File: src/design/qdt_pkg.sv
`timescale 1ns / 1ps
// ----------------------------------------------------------------------------
// qdt_pkg
// Shared types, constants and helpers of the quoted delimiter tokenizer.
// ----------------------------------------------------------------------------
package qdt_pkg;

	localparam int SET_SIZE = 8;
	localparam int SET_W    = SET_SIZE * 8;
	localparam int CNT_W    = 4;

	// result queue between front and back
	localparam int QDEPTH  = 4;
	localparam int QPTR_W  = $clog2(QDEPTH);
	localparam int QCNT_W  = $clog2(QDEPTH + 1);

	// input action codes
	localparam logic ACT_CHAR = 1'b0;
	localparam logic ACT_END  = 1'b1;

	// configuration register indexes
	localparam int CFG_IDX_W = 3;
	localparam logic [CFG_IDX_W-1:0] CFG_SPLIT_CHARS  = 3'd0;
	localparam logic [CFG_IDX_W-1:0] CFG_SPLIT_COUNT  = 3'd1;
	localparam logic [CFG_IDX_W-1:0] CFG_KEPT_CHARS   = 3'd2;
	localparam logic [CFG_IDX_W-1:0] CFG_KEPT_COUNT   = 3'd3;
	localparam logic [CFG_IDX_W-1:0] CFG_QUOTE_CHARS  = 3'd4;
	localparam logic [CFG_IDX_W-1:0] CFG_QUOTE_COUNT  = 3'd5;
	localparam logic [CFG_IDX_W-1:0] CFG_ESCAPE_CHARS = 3'd6;
	localparam logic [CFG_IDX_W-1:0] CFG_ESCAPE_COUNT = 3'd7;

	typedef enum logic [1:0] {
		KIND_CHAR      = 2'd0,
		KIND_TOKEN_END = 2'd1,
		KIND_DELIM     = 2'd2,
		KIND_DONE      = 2'd3
	} kind_t;

	typedef struct packed {
		logic [SET_W-1:0] split_chars;
		logic [CNT_W-1:0] split_count;
		logic [SET_W-1:0] kept_chars;
		logic [CNT_W-1:0] kept_count;
		logic [SET_W-1:0] quote_chars;
		logic [CNT_W-1:0] quote_count;
		logic [SET_W-1:0] escape_chars;
		logic [CNT_W-1:0] escape_count;
	} cfg_t;

	// All results of one item. Slot 0: token char, slot 1: token end,
	// slot 2: delimiter token or string done. Emitted in slot order.
	typedef struct packed {
		logic [2:0] mask;
		logic [7:0] ch0;
		logic [7:0] ch2;
		logic       done;
	} bundle_t;

	// counts above SET_SIZE act as SET_SIZE: the loop never goes further
	function automatic logic in_set(logic [SET_W-1:0] bytes, logic [CNT_W-1:0] count,
			logic [7:0] c);
		logic hit;
		hit = 1'b0;
		for (int i = 0; i < SET_SIZE; i++) begin
			if ((count > CNT_W'(i)) && (bytes[8*i +: 8] == c))
				hit = 1'b1;
		end
		return hit;
	endfunction

endpackage

File: src/design/qdt_front.sv
`timescale 1ns / 1ps
// ----------------------------------------------------------------------------
// qdt_front
// Classifies each accepted item, keeps the quote/escape/token state and
// forms the bundle of results the item causes.
// ----------------------------------------------------------------------------
module qdt_front (
	input  logic              clk,
	input  logic              arst_n,
	input  logic              accept,
	input  logic              action,
	input  logic [7:0]        in_char,
	input  qdt_pkg::cfg_t     cfg,
	output logic              bundle_valid,
	output qdt_pkg::bundle_t  bundle
);

	logic       in_quote_q, has_chars_q, esc_pend_q;
	logic [7:0] open_quote_q;

	logic       in_quote_d, has_chars_d, esc_pend_d;
	logic [7:0] open_quote_d;

	logic is_esc, is_quote, is_split, is_kept;

	assign is_esc   = qdt_pkg::in_set(cfg.escape_chars, cfg.escape_count, in_char);
	assign is_quote = qdt_pkg::in_set(cfg.quote_chars, cfg.quote_count, in_char);
	assign is_split = qdt_pkg::in_set(cfg.split_chars, cfg.split_count, in_char);
	assign is_kept  = qdt_pkg::in_set(cfg.kept_chars, cfg.kept_count, in_char);

	always_comb begin
		logic add, zero_emit, split, kept, complete;
		add       = 1'b1;
		zero_emit = 1'b0;
		split     = 1'b0;
		kept      = 1'b0;
		complete  = 1'b0;

		in_quote_d   = in_quote_q;
		open_quote_d = open_quote_q;
		has_chars_d  = has_chars_q;
		esc_pend_d   = esc_pend_q;
		bundle       = '0;

		priority if (action == qdt_pkg::ACT_END) begin
			bundle.mask = {1'b1, has_chars_q, 1'b0};
			bundle.done = 1'b1;
			in_quote_d   = 1'b0;
			open_quote_d = '0;
			has_chars_d  = 1'b0;
			esc_pend_d   = 1'b0;
		end else if (esc_pend_q) begin
			bundle.mask = 3'b001;
			bundle.ch0  = in_char;
			esc_pend_d  = 1'b0;
			has_chars_d = 1'b1;
		end else if (is_esc) begin
			esc_pend_d = 1'b1;
		end else begin
			if (is_quote) begin
				if (!in_quote_q) begin
					in_quote_d   = 1'b1;
					open_quote_d = in_char;
					add          = 1'b0;
				end else if (open_quote_q == in_char) begin
					// empty quoted span still yields a token holding a zero byte
					zero_emit    = !has_chars_q;
					has_chars_d  = 1'b1;
					in_quote_d   = 1'b0;
					open_quote_d = '0;
					add          = 1'b0;
				end
			end
			split    = !in_quote_d && is_split;
			kept     = !in_quote_d && is_kept;
			complete = (split || kept) && has_chars_d;
			if (split || kept)
				add = 1'b0;
			if (add)
				has_chars_d = 1'b1;
			if (complete)
				has_chars_d = 1'b0;
			bundle.mask = {kept, complete, add || zero_emit};
			bundle.ch0  = zero_emit ? 8'd0 : in_char;
			bundle.ch2  = in_char;
		end
	end

	assign bundle_valid = accept && (bundle.mask != 3'b000);

	always_ff @(posedge clk or negedge arst_n) begin
		if (!arst_n) begin
			in_quote_q   <= 1'b0;
			open_quote_q <= '0;
			has_chars_q  <= 1'b0;
			esc_pend_q   <= 1'b0;
		end else if (accept) begin
			in_quote_q   <= in_quote_d;
			open_quote_q <= open_quote_d;
			has_chars_q  <= has_chars_d;
			esc_pend_q   <= esc_pend_d;
		end
	end

endmodule

File: src/design/qdt_fifo.sv
`timescale 1ns / 1ps
// ----------------------------------------------------------------------------
// qdt_fifo
// Short queue of result bundles between the front and the back.
// ----------------------------------------------------------------------------
module qdt_fifo (
	input  logic              clk,
	input  logic              arst_n,
	input  logic              wr,
	input  qdt_pkg::bundle_t  wdata,
	input  logic              rd,
	output qdt_pkg::bundle_t  rdata,
	output logic              full,
	output logic              empty
);

	qdt_pkg::bundle_t mem_q [qdt_pkg::QDEPTH];

	logic [qdt_pkg::QPTR_W-1:0] wptr_q, rptr_q;
	logic [qdt_pkg::QCNT_W-1:0] cnt_q;
	logic                       do_wr, do_rd;

	assign full  = (cnt_q == qdt_pkg::QCNT_W'(qdt_pkg::QDEPTH));
	assign empty = (cnt_q == '0);
	assign do_wr = wr && !full;
	assign do_rd = rd && !empty;
	assign rdata = mem_q[rptr_q];

	always_ff @(posedge clk) begin
		if (do_wr)
			mem_q[wptr_q] <= wdata;
	end

	always_ff @(posedge clk or negedge arst_n) begin
		if (!arst_n) begin
			wptr_q <= '0;
			rptr_q <= '0;
			cnt_q  <= '0;
		end else begin
			if (do_wr)
				wptr_q <= wptr_q + qdt_pkg::QPTR_W'(1);
			if (do_rd)
				rptr_q <= rptr_q + qdt_pkg::QPTR_W'(1);
			if (do_wr && !do_rd)
				cnt_q <= cnt_q + qdt_pkg::QCNT_W'(1);
			else if (do_rd && !do_wr)
				cnt_q <= cnt_q - qdt_pkg::QCNT_W'(1);
		end
	end

endmodule

File: src/design/qdt_back.sv
`timescale 1ns / 1ps
// ----------------------------------------------------------------------------
// qdt_back
// Holds the current bundle and hands its results out one beat at a time.
// ----------------------------------------------------------------------------
module qdt_back (
	input  logic              clk,
	input  logic              arst_n,
	input  logic              q_empty,
	input  qdt_pkg::bundle_t  q_data,
	output logic              q_rd,
	input  logic              pop,
	output logic              empty,
	output logic [1:0]        kind,
	output logic [7:0]        out_char,
	output logic              last
);

	logic [2:0] mask_q;
	logic [7:0] ch0_q, ch2_q;
	logic       done_q;

	logic [2:0] sel, rest;
	logic       take;

	assign empty = (mask_q == 3'b000);

	always_comb begin
		sel      = 3'b000;
		kind     = qdt_pkg::KIND_CHAR;
		out_char = 8'd0;
		priority if (mask_q[0]) begin
			sel      = 3'b001;
			kind     = qdt_pkg::KIND_CHAR;
			out_char = ch0_q;
		end else if (mask_q[1]) begin
			sel  = 3'b010;
			kind = qdt_pkg::KIND_TOKEN_END;
		end else if (mask_q[2]) begin
			sel = 3'b100;
			if (done_q) begin
				kind = qdt_pkg::KIND_DONE;
			end else begin
				kind     = qdt_pkg::KIND_DELIM;
				out_char = ch2_q;
			end
		end else begin
			sel = 3'b000;
		end
	end

	assign rest = mask_q & ~sel;
	assign last = !empty && (rest == 3'b000);
	// refill when idle or when the final beat of the bundle leaves
	assign take = empty || (pop && last);
	assign q_rd = take && !q_empty;

	always_ff @(posedge clk or negedge arst_n) begin
		if (!arst_n) begin
			mask_q <= 3'b000;
		end else if (take) begin
			mask_q <= q_empty ? 3'b000 : q_data.mask;
		end else if (pop) begin
			mask_q <= rest;
		end
	end

	always_ff @(posedge clk) begin
		if (q_rd) begin
			ch0_q  <= q_data.ch0;
			ch2_q  <= q_data.ch2;
			done_q <= q_data.done;
		end
	end

endmodule

File: src/design/quoted_delimiter_tokenizer.sv
`timescale 1ns / 1ps
// ----------------------------------------------------------------------------
// quoted_delimiter_tokenizer
// Splits a byte stream into tokens with split/kept delimiters, quotes and
// escapes; emits token bytes, token ends, delimiter tokens and string done.
// ----------------------------------------------------------------------------
//  channel   handshake            payload
//  input     push / full          action, in_char
//  result    pop / empty          kind, out_char, last
//  config    cfg_valid/cfg_ready  cfg_index, cfg_data
//
//  One item is taken per cycle unless full; an item yields zero to three
//  results, one result beat per cycle while pop is high, so the result
//  side sets the pace. A four-entry bundle queue between classifier and
//  emitter absorbs stalls; full rises only when that queue is full.
//  Reset clears the control state and configuration; no warm-up after reset.
// ----------------------------------------------------------------------------
module quoted_delimiter_tokenizer (
	input  logic                            clk,
	input  logic                            arst_n,
	input  logic                            push,
	output logic                            full,
	input  logic                            action,
	input  logic [7:0]                      in_char,
	output logic                            empty,
	input  logic                            pop,
	output logic [1:0]                      kind,
	output logic [7:0]                      out_char,
	output logic                            last,
	input  logic                            cfg_valid,
	output logic                            cfg_ready,
	input  logic [qdt_pkg::CFG_IDX_W-1:0]   cfg_index,
	input  logic [qdt_pkg::SET_W-1:0]       cfg_data
);

	qdt_pkg::cfg_t    cfg_q;
	qdt_pkg::bundle_t f_bundle, q_data;
	logic             accept, f_valid, q_rd, q_empty;

	assign cfg_ready = 1'b1;

	always_ff @(posedge clk or negedge arst_n) begin
		if (!arst_n) begin
			cfg_q <= '0;
		end else if (cfg_valid) begin
			unique case (cfg_index)
				qdt_pkg::CFG_SPLIT_CHARS:  cfg_q.split_chars  <= cfg_data;
				qdt_pkg::CFG_SPLIT_COUNT:  cfg_q.split_count  <= cfg_data[qdt_pkg::CNT_W-1:0];
				qdt_pkg::CFG_KEPT_CHARS:   cfg_q.kept_chars   <= cfg_data;
				qdt_pkg::CFG_KEPT_COUNT:   cfg_q.kept_count   <= cfg_data[qdt_pkg::CNT_W-1:0];
				qdt_pkg::CFG_QUOTE_CHARS:  cfg_q.quote_chars  <= cfg_data;
				qdt_pkg::CFG_QUOTE_COUNT:  cfg_q.quote_count  <= cfg_data[qdt_pkg::CNT_W-1:0];
				qdt_pkg::CFG_ESCAPE_CHARS: cfg_q.escape_chars <= cfg_data;
				qdt_pkg::CFG_ESCAPE_COUNT: cfg_q.escape_count <= cfg_data[qdt_pkg::CNT_W-1:0];
				default: cfg_q <= cfg_q;
			endcase
		end
	end

	assign accept = push && !full;

	qdt_front u_front (
		.clk          (clk),
		.arst_n       (arst_n),
		.accept       (accept),
		.action       (action),
		.in_char      (in_char),
		.cfg          (cfg_q),
		.bundle_valid (f_valid),
		.bundle       (f_bundle)
	);

	qdt_fifo u_fifo (
		.clk    (clk),
		.arst_n (arst_n),
		.wr     (f_valid),
		.wdata  (f_bundle),
		.rd     (q_rd),
		.rdata  (q_data),
		.full   (full),
		.empty  (q_empty)
	);

	qdt_back u_back (
		.clk      (clk),
		.arst_n   (arst_n),
		.q_empty  (q_empty),
		.q_data   (q_data),
		.q_rd     (q_rd),
		.pop      (pop),
		.empty    (empty),
		.kind     (kind),
		.out_char (out_char),
		.last     (last)
	);

endmodule

File: config.mk
export PLATFORM = sky130hd
export DESIGN_NAME = quoted_delimiter_tokenizer
export DESIGN_NICKNAME = d
export VERILOG_FILES = /design/src/design/qdt_pkg.sv /design/src/design/qdt_front.sv /design/src/design/qdt_fifo.sv /design/src/design/qdt_back.sv /design/src/design/quoted_delimiter_tokenizer.sv
export SDC_FILE = /design/constraint.sdc
export NUM_CORES = 1
export LEC_CHECK = 0
export ABC_AREA = 0
export BUFFER_PORTS_ARGS = -buffer_cell sky130_fd_sc_hd__buf_4
export CORE_MARGIN = 4
export CORE_UTILIZATION = 30
export CTS_BUF_LIST = sky130_fd_sc_hd__clkbuf_8
export DETAILED_ROUTE_END_ITERATION = 12
export PLACE_DENSITY = 0.54
export REMOVE_ABC_BUFFERS = 1
export SLEW_MARGIN = 30
export SYNTH_ARGS = -nofsm -noshare
export SYNTH_HDL_FRONTEND = slang
export SYNTH_SLANG_ARGS = --single-unit
export TNS_END_PERCENT = 50
File: constraint.sdc
create_clock -name clk -period 3.8 [get_ports clk]
set_clock_uncertainty 0.1 [all_clocks]
set_input_delay 0.76 -clock clk [delete_from_list [all_inputs] [get_ports clk]]
set_output_delay 0.76 -clock clk [all_outputs]
set_load 0.01 [all_outputs]
==> results of run 1 <==
how the worst max path moves through the flow:
stage / from / endpoint / slack (ns) / cells past startpoint
global placement: in_char[0] / u_fifo.cnt_q[2] / -0.42 / 16
CTS: in_char[7] / u_fifo.cnt_q[2] / 0.24 / 15
finish: in_char[0] / u_fifo.cnt_q[2] / 0.14 / 16
detailed placement: in_char[7] / u_fifo.cnt_q[1] / -0.42 / 14
global route: in_char[0] / u_fifo.cnt_q[2] / 0.005 / 16
floorplan: cfg_index[2] / cfg_q[140] / -2.64 / 3
state kept, by name (all words and copies together), names as in the netlist:
signal,cells
u_front.has_chars_q,1
u_fifo.cnt_q,3
u_front.esc_pend_q,1
u_back.mask_q,3
u_front.in_quote_q,1
u_fifo.mem_q,80
u_fifo.rptr_q,2
u_back.done_q,1
u_front.open_quote_q,8
u_fifo.wptr_q,2
u_back.ch0_q,8
cfg_q,272
u_back.ch2_q,8
report_power, final:
| part | leakage [nW] | switching, W | total [W] | internal (W) |
|---|---|---|---|---|
| Clock | 0.788 | 0.00174 | 0.00389 | 0.00215 |
| Sequential | 4.43 | 0.000713 | 0.00613 | 0.00541 |
| Combinational | 3.70 | 0.00145 | 0.00318 | 0.00172 |
timing repair:
action                     4_1_cts  5_1_grt
gates resized for setup          0        1
setup endpoints to repair        0        1
hold buffers                     1        0
hold endpoints to repair        39        0
metrics by stage:
stage / utilization, % / setup WS, ns / setup TNS (ns) / area (um2) / total power, W
3_3_place_gp: 34.0 / -0.418 / -8.39 / 20600 / 0.00935
2_1_floorplan: - / -2.64 / -458.53 / 18000 / 0.00813
4_1_cts: 36.3 / 0.237 / 0 / 22000 / 0.0134
3_5_place_dp: 34.0 / -0.418 / -9.95 / 20600 / 0.00943
6_report: 36.3 / 0.136 / 0 / 22000 / 0.0132
5_1_grt: 36.3 / 0.00479 / 0 / 22000 / 0.0140
kinds of logic after synthesis:
group                    Yosys count
flip-flops                       390
multiplexers                     302
XOR/XNOR                         271
AND/OR/NAND/NOR                  181
buffers and inverters             91
AO/OA/AOI/OAI                     63
adder cells (fa/ha/maj)            7
other                              1
layer usage:
metal  GRT usage (%)  vias up
met5               0        -
met4            3.49        8
met3            3.57       79
met2            23.5      195
met1            19.7     5638
li1                -     5061
Yosys cell counts (all sizes together), types with 10 or more instances:
master,count
buf,37
mux2,274
nand4,31
xnor2,136
nand2,23
nor2,16
edfxtp,97
and2,13
nor3,21
clkbuf,37
nor4,38
mux4,19
o21ai,10
nand3,12
xor2,135
dfrtp,293
inv,17
layout make-up:
cell class / instances / area [um2]
well taps: 782 / 978
flip-flops and latches: 390 / 10200
multi-input cells: 825 / 7670
fillers: 5886 / 38700
clock buffers: 85 / 1170
repair buffers: 192 / 1690
inverters: 17 / 63.8
clock inverters: 33 / 194
placed cells by master, fill, tap and decap left out, types with 22 or more instances in the layout:
cell type / n
edfxtp_1: 97
dfrtp_1: 292
nand2_1: 22
inv_1: 39
xnor2_1: 136
mux2_2: 273
nor4_1: 31
buf_4: 171
clkbuf_8: 85
xor2_1: 135
nand4_1: 29
==> flow_summary.ini, run 1 <==
[run_status]
outcome = finished clean

[worst_setup_path]
worstPathCellList = buf_4, buf_12, xor2_1, nor4_1, nand3_1, and4_1, nand2_1, or2_1, nand4_2, a41oi_4, ha_1, inv_1, fa_1, xor2_1, nor2_1, xor2_1
cp_common_cell = xor2_1
required_ns = 4.23
rr_startpoint = cfg_q[71]
slowest_delay_ns = 0.47
ff2ff_path_depth = 13
timing.critical_path.fanout_max = 16
path_class = in2reg
critPathLaunchType = input port
slowest_stage = nor4_1
cp_top_family = simple AND/OR/NAND/NOR gates
endpoint_kind = register
crit_buf_inv = 3
cp.arrival_ns = 4.10
r2r_setup_slack_ns = 0.22
r2r-end = u_fifo.cnt_q[2]

[synth]
synth.area.mux_share_pct = 19.5
synth-seq-cells = 390
synth-async-reset-ratio_pct = 75.1
yosys.area.top_type = dfrtp_1
netlist_instances = 1306
ys.flop_type = dfrtp_1
syn_area_um2 = 18500
synth_area_leaders = dfrtp_1, mux2_2, edfxtp_1
synth_cell_type_count = 66
synth-adder-area-share_pct = 0.501
synth_simple_gate_area_share_pct = 5.90
synth_edf_count = 97
synth_top_area_share_pct = 39.7
yosysSeqAreaShare_pct = 55.5
synth_top_family_by_area = multiplexers
synthXorXnorAreaFrac_pct = 12.9
ys_warn_count = 0
syn_area_per_cell_um2 = 14.1
synth_compound_area_share_pct = 2.63

[cts]
clk_latency_ns = 0.64
cts_buffers = 70
clock_tree.root_cell = clkbuf_8
cts_max_level = 3
cts_buffer_depth = 3
clock-sinks = 390
postCtsSetupBuffers = 0
cts_tree = built
clkTransAtPathRegs_ns = 0.06

[hold_path]
hp-start = cfg_data[31]
worst_hold_path.num_cells = 2
min_to = cfg_q[35]
hold_path_class = in2reg

[floorplanning]
start_util_pct = 30.4
core_um2 = 60700
die_width_um = 256
fp.dieH_um = 256
fp-row-count = 90
die_area_um2 = 65600
ios = 95

[grt]
antenna_found_initial = 4
grt_max_degree = 81
grt_pass1_vias = 11811
grt-ovfl-total = 0
grt_pass1_wl_mm = 73.8
grt.total_usage_pct = 14.5

[route]
drcViolationCount = 0
drtAntennaViolNets = 0
wl_met2_mm = 22.6
dr.pass1.iters = 4
wl_per_cell_um = 20.6
first_iter_violations = 503
routedLengthMet1_mm = 22.2
met3RoutedLength_mm = 1.99
top_layer_used = met5
vias = 10981
routed_wl_mm = 47.8
vias_per_cell = 4.73

[sta]
fin_crit_ns = 3.66
clock.fmax_mhz = 273
drv_slew = 0
hold_violations = 0
hold_slack_ns = 0.281
period_share_pct = 96.4
setup_viol_count_final = 0
rsz0062_at_grt = no
max-slew-margin-rel_pct = 56.5
tightest_slew_ns = 0.650

[place]
place.port_buffers = 93
dp.cells = 2205
dp_hpwl_mm = 33.0
place_congestion = 0.787

[power_and_ir_drop]
power_density_nw_per_um2 = 599
p_leak_nw = 8.91
peakVddDrop_mv = 0.283

[flow_run]
maxCapViolations = 0

[finish]
drive_above_1_share_pct = 38.9
diodes = 0
area_delta_synth_final_pct = 19.2
final_nets = 1583
finalNonFillerCells = 2324
(Power assumes the default switching activity.)
==> run 2, diff against run 1 <==
--- a/config.mk
+++ b/config.mk
@@ -12,6 +12,7 @@
 export CTS_BUF_LIST = sky130_fd_sc_hd__clkbuf_8
 export DETAILED_ROUTE_END_ITERATION = 12
 export PLACE_DENSITY = 0.54
+export RECOVER_POWER = 100
 export REMOVE_ABC_BUFFERS = 1
 export SLEW_MARGIN = 30
 export SYNTH_ARGS = -nofsm -noshare
==> run 2 against run 1 <==
  * The run now ends with capacitance limit, slew limit left
  * Wire length barely moved
  * Non-clock buffer count is the same
  * Cell area fell by 0.95%
  * Sequential cell count unchanged
  * Sequential share of layout area up 0.45 points
  * Count of clock-buffer cells in the layout unchanged
  * Via count up 0.28%
  * Maximum frequency decreased by 0.27%
  * Critical endpoint unchanged
  * Largest cell class unchanged
  * Largest power group unchanged
==> flow_summary.ini, run 2 (synthesis gave the netlist of run 1 again) <==
[run_status]
outcome = finished with violations
violations = capacitance limit, slew limit

[place]
place.port_buffers = 93
dp_hpwl_mm = 33.0
place_congestion = 0.787

[route]
dr.pass1.iters = 4
wl_per_cell_um = 20.6
vias = 11012
routed_wl_mm = 47.8
vias_per_cell = 4.74
drtAntennaViolNets = 0
first_iter_violations = 502
drcViolationCount = 0

[power_and_ir_drop]
power_frac_clock_pct = 29.8
combPwrFrac_pct = 23.4
seqPwrFrac_pct = 46.9
intPower_w = 0.00918
power.net_switching_w = 0.00390
swShare_pct = 29.8
p_leak_nw = 8.76
power_density_nw_per_um2 = 600
finalPower_w = 0.0131
peakVddDrop_mv = 0.283

[worst_setup_path]
endpoint_kind = register
cp.arrival_ns = 4.11
required_ns = 4.23
ff2ff_path_depth = 13
timing.critical_path.fanout_max = 16
path_class = in2reg
critPathLaunchType = input port

[finish]
layout_commonest_cell = dfrtp_1
drive_above_1_share_pct = 36.8
nFillCells = 5922
final_cell_mix = dfrtp_1, mux2_2, buf_4
diodes = 0
reg.largest.list = cfg_q (272), u_fifo.mem_q (80)
finalCoreUtilization_pct = 35.9
largest_reg_flops = 272
final_nets = 1583
area_delta_synth_final_pct = 18.1
regMostFlops = cfg_q

[grt]
grt_pass1_wl_mm = 73.8
grt_pass1_vias = 11811
grt_max_degree = 81
grt-ovfl-total = 0
antenna_found_initial = 4
grt.total_usage_pct = 14.5

[cts]
clock-sinks = 390
cts_tree = built
clk_latency_ns = 0.64
clock_tree.root_cell = clkbuf_8
cts_buffers = 70
clkTransAtPathRegs_ns = 0.06
cts_buffer_depth = 3
cts_max_level = 3

[floorplanning]
start_util_pct = 30.4
die_width_um = 256
ios = 95
die_area_um2 = 65600
fp-row-count = 90
core_um2 = 60700
fp.dieH_um = 256

[sta]
rsz0062_at_grt = no
setup_tns_ns = 0
tightest_slew_ns = 2.15
hold_violations = 0
setup_viol_count_final = 0
period_share_pct = 96.7
clock.fmax_mhz = 272
fin_crit_ns = 3.67
drv_slew = 222
max-slew-margin-rel_pct = -43.3

[flow_run]
maxCapViolations = 7

[hold_path]
hold_path_class = in2reg
worst_hold_path.num_cells = 2
[run 2: changes by cell type in the layout (fill, tap and decap cells not counted), sizes merged]
cell,before,now
clkbuf,85,120
buf,191,156
[run 2: power groups by stage]
stage	logic [W]	registers, W	clock network, W
global placement	0.00318	0.00617	0
floorplan	0.00208	0.00604	0
CTS	0.00323	0.00614	0.00403
finish	0.00306	0.00613	0.00389
global route	0.00336	0.00626	0.00422
detailed placement	0.00322	0.00621	0
[run 2: cell type report]
| type | count | area, um2 | area share (%) |
|---|---|---|---|
| clock buffers | 85 | 1170 | 5.36 |
| clock inverters | 33 | 194 | 0.889 |
| inverters | 17 | 63.8 | 0.293 |
| multi-input cells | 825 | 7650 | 35.1 |
| flip-flops and latches | 390 | 10200 | 47.0 |
| well taps | 782 | 978 | 4.49 |
| repair buffers | 192 | 1500 | 6.90 |
[run 2: metal layers]
| metal | share of wire, % | GRT usage, % | vias up |
|---|---|---|---|
| met5 | 0.12 | 0 | - |
| met4 | 2.0 | 3.49 | 8 |
| met3 | 4.2 | 3.57 | 79 |
| met2 | 47 | 23.5 | 196 |
| met1 | 46 | 19.7 | 5669 |
| li1 | - | - | 5060 |
[run 2: worst max-delay path, cell delays in order]
cell and delay, ns:
buf_4 0.19, buf_12 0.19, xor2_1 0.18, nor4_1 0.47
nand3_1 0.27, and4_1 0.26, nand2_1 0.10, or2_1 0.14
nand4_2 0.14, a41oi_4 0.27, ha_1 0.22, inv_1 0.06
fa_1 0.38, xor2_1 0.17, nor2_1 0.11, xor2_1 0.15
[run 2: path summary, 6_finish.rpt]
| path | from | endpoint | slack, ns |
|---|---|---|---|
| min in group asynchronous | arst_n | cfg_q[156] | 1.03 |
| hold reg to reg | u_fifo.cnt_q[2] | u_fifo.cnt_q[2] | 0.41 |
| max in group asynchronous | arst_n | cfg_q[41] | 0.54 |
| hold / removal | cfg_data[31] | cfg_q[35] | 0.28 |
| setup reg to reg | cfg_q[71] | u_fifo.cnt_q[2] | 0.22 |
| setup / recovery | in_char[0] | u_fifo.cnt_q[2] | 0.13 |
[run 2: repair_timing]
action,in CTS,in global routing
resized for setup,0,1
hold buffers,1,0
endpoints found under the hold margin,39,0
buffers inserted,0,0
endpoints found under the setup margin,0,1
[run 2: metrics by stage]
step | instances | area, um2 | hold slack [ns] | setup slack (ns)
2_1_floorplan | 1232 | 18000 | 0.356 | -2.64
3_3_place_gp | 2205 | 20600 | 0.385 | -0.418
3_5_place_dp | 2205 | 20600 | 0.398 | -0.418
4_1_cts | 2324 | 22000 | 0.224 | 0.237
5_1_grt | 2324 | 21800 | 0.240 | 0.00467
6_report | 2324 | 21800 | 0.281 | 0.126
==> run 3, diff against run 2 <==
--- a/config.mk
+++ b/config.mk
@@ -5,7 +5,7 @@
 export SDC_FILE = /design/constraint.sdc
 export NUM_CORES = 1
 export LEC_CHECK = 0
-export ABC_AREA = 0
+export ABC_AREA = 1
 export BUFFER_PORTS_ARGS = -buffer_cell sky130_fd_sc_hd__buf_4
 export CORE_MARGIN = 4
 export CORE_UTILIZATION = 30
==> constraint.sdc (replaced) <==
create_clock -name clk -period 4.3 [get_ports clk]
set_clock_uncertainty 0.1 [all_clocks]
set_input_delay 0.86 -clock clk [delete_from_list [all_inputs] [get_ports clk]]
set_output_delay 0.86 -clock clk [all_outputs]
set_load 0.01 [all_outputs]
==> run 3 against run 2 <==
  * The run still ends with capacitance limit, slew limit left
  * Sequential cell count stayed put
  * Largest cell class unchanged
  * Worst setup slack improved by 0.48 ns
  * Total power shrank 13%
  * Sequential share of layout area increased by 0.43 points
  * Cell area is 0.93% lower
  * Register-to-register slack improved by 0.59 ns
==> flow_summary.ini, run 3 <==
[run_status]
violations = capacitance limit, slew limit
outcome = finished with violations

[worst_setup_path]
slowest_delay_ns = 0.42
slowest_stage = fa_1
cp.arrival_ns = 4.09
endpoint_kind = register
path_class = in2reg
worstPathCellList = buf_4, inv_1, buf_4, nand2_1, nand2_1, nor2_1, nand3_1, nor2_1, nor2_1, nand3_1, nor2_1, nand2_1, nand2_1, nor2_1, nor2_1, nand3_1, nand2_4, inv_1, ha_1, inv_1, fa_1, mux2_2
timing.critical_path.fanout_max = 11
critPathLaunchType = input port
required_ns = 4.70
cp_common_cell = nor2_1

[cts]
clock-sinks = 390
clk_latency_ns = 0.66
clock_tree.root_cell = clkbuf_8
cts_buffers = 69
cts.repair.resized = 0
cts_buffer_depth = 3
postCtsSetupBuffers = 0
clkTransAtPathRegs_ns = 0.06
holdBufCountCts = 0
cts_max_level = 3
cts_tree = built

[sta]
drv_slew = 676
clock.fmax_mhz = 271
period_share_pct = 85.9
fin_crit_ns = 3.69
setup_tns_ns = 0
layout_setup_ws_ns = 0.608
setup_viol_count_final = 0
hold_violations = 0
tightest_slew_ns = 3.18
rsz0062_at_grt = no
max-slew-margin-rel_pct = -112

[grt]
grt_pass1_vias = 14411
grt_pass1_wl_mm = 83.6
grt.total_usage_pct = 16.0
grt-ovfl-total = 0
grt_max_degree = 128
antenna_found_initial = 0

[place]
place.port_buffers = 93
post-place-ws_ns = 0.131
place_congestion = 0.840
dp_hpwl_mm = 35.4

[floorplanning]
die_width_um = 258
start_util_pct = 30.3
ios = 95
fp.dieH_um = 258
fp-row-count = 91
core_um2 = 61700
die_area_um2 = 66400

[hold_path]
hold_path_class = in2async

[route]
drtAntennaViolNets = 0
vias = 14322
dr.pass1.iters = 6
drcViolationCount = 0
routed_wl_mm = 53.0
wl_per_cell_um = 17.0
first_iter_violations = 1078
vias_per_cell = 4.59

[finish]
final_nets = 2321
reg.largest.list = cfg_q (272), u_fifo.mem_q (80)
largest_reg_flops = 272
layout_commonest_cell = nand2_1
nFillCells = 6455
final_cell_mix = nand2_1, o21ai_0, dfrtp_1
regMostFlops = cfg_q
drive_above_1_share_pct = 10.4
area_delta_synth_final_pct = 15.6

[power_and_ir_drop]
peakVddDrop_mv = 0.206
swShare_pct = 33.0
power.net_switching_w = 0.00375
combPwrFrac_pct = 23.3
power_density_nw_per_um2 = 527
intPower_w = 0.00763
p_leak_nw = 9.84
power_frac_clock_pct = 31.1
seqPwrFrac_pct = 45.6

[synth]
ys.flop_type = dfrtp_1
synthTopCellsByCount = nand2_1, o21ai_0, dfrtp_1
synth-seq-cells = 390
synth_area_leaders = dfrtp_1, edfxtp_1, nand2_1
yosysSeqAreaShare_pct = 54.8
synth-async-reset-ratio_pct = 75.1
synth_edf_count = 97
synth_top_area_share_pct = 39.2
syn_area_um2 = 18700
ys_warn_count = 0
syn_area_per_cell_um2 = 8.75
synth_cell_type_count = 37
yosys.area.top_type = dfrtp_1
synth.most_common_cell = nand2_1
netlist_instances = 2137

[flow_run]
maxCapViolations = 9
-- run 3: worst max-delay path, delay by kind of cell --
family        cells  cell delay, ns
fa+ha+maj         2            0.58
simple gates     14            1.43
mux               1            0.27
buf+inv           5            0.94
-- run 3: metal layers --
layer	GRT usage (%)	vias to the layer above	part of all wire (%)
met4	4.28	0	2.1
met2	25.6	344	46
met3	3.29	70	4.9
met1	22.3	6860	47
met5	0	-	0
li1	-	7048	-
-- run 3: stage by stage --
step                      util, %  hold WS [ns]  area (um2)  std cells  total power (W)
after floorplan                 -         0.353       18100       2027          0.00691
after global placement       33.0         0.371       20400       3000          0.00793
after detailed placement     33.0         0.374       20400       3000          0.00800
after CTS                    35.3        0.0429       21800       3117           0.0116
after global routing         35.0        0.0486       21600       3117           0.0122
final                        35.0        0.0463       21600       3118           0.0114
-- run 3: cell families after synthesis --
family | Yosys count | share of synthesized area (%)
compound gates | 398 | 11.1
xor+xnor | 168 | 7.87
fa+ha+maj | 6 | 0.442
buf+inv | 292 | 6.77
flops | 390 | 54.8
mux | 1 | 0.0602
other cells | 1 | 0.0201
simple gates | 881 | 18.9
-- run 3: final cells by class --
type                    instances  area [um2]  area share, %
diodes                          1        2.50         0.0116
well taps                     837        1050           4.85
multi-input cells            1455        7170           33.2
clock inverters                34         260           1.20
inverters                     182         683           3.16
repair buffers                136        1060           4.89
clock buffers                  83        1140           5.29
flip-flops and latches        390       10200           47.4
-- run 3: final timing paths --
path	start	endpoint	slack, ns	depth (start not counted)
setup / recovery	in_char[6]	u_fifo.cnt_q[1]	0.61	22
hold / removal	arst_n	cfg_q[237]	0.05	1
setup reg to reg	cfg_q[69]	u_fifo.cnt_q[1]	0.81	19
hold reg to reg	cfg_q[226]	cfg_q[226]	0.39	2
max in group asynchronous	arst_n	cfg_q[150]	1.23	2
min in group clk	cfg_data[0]	cfg_q[0]	0.37	3
-- run 3: power by group through the flow --
stage / sequential, W / combinational (W) / clock (W)
2_1_floorplan: 0.00515 / 0.00176 / 0
3_3_place_gp: 0.00522 / 0.00271 / 0
3_5_place_dp: 0.00524 / 0.00276 / 0
4_1_cts: 0.00519 / 0.00277 / 0.00363
5_1_grt: 0.00528 / 0.00307 / 0.00383
6_report: 0.00519 / 0.00265 / 0.00354
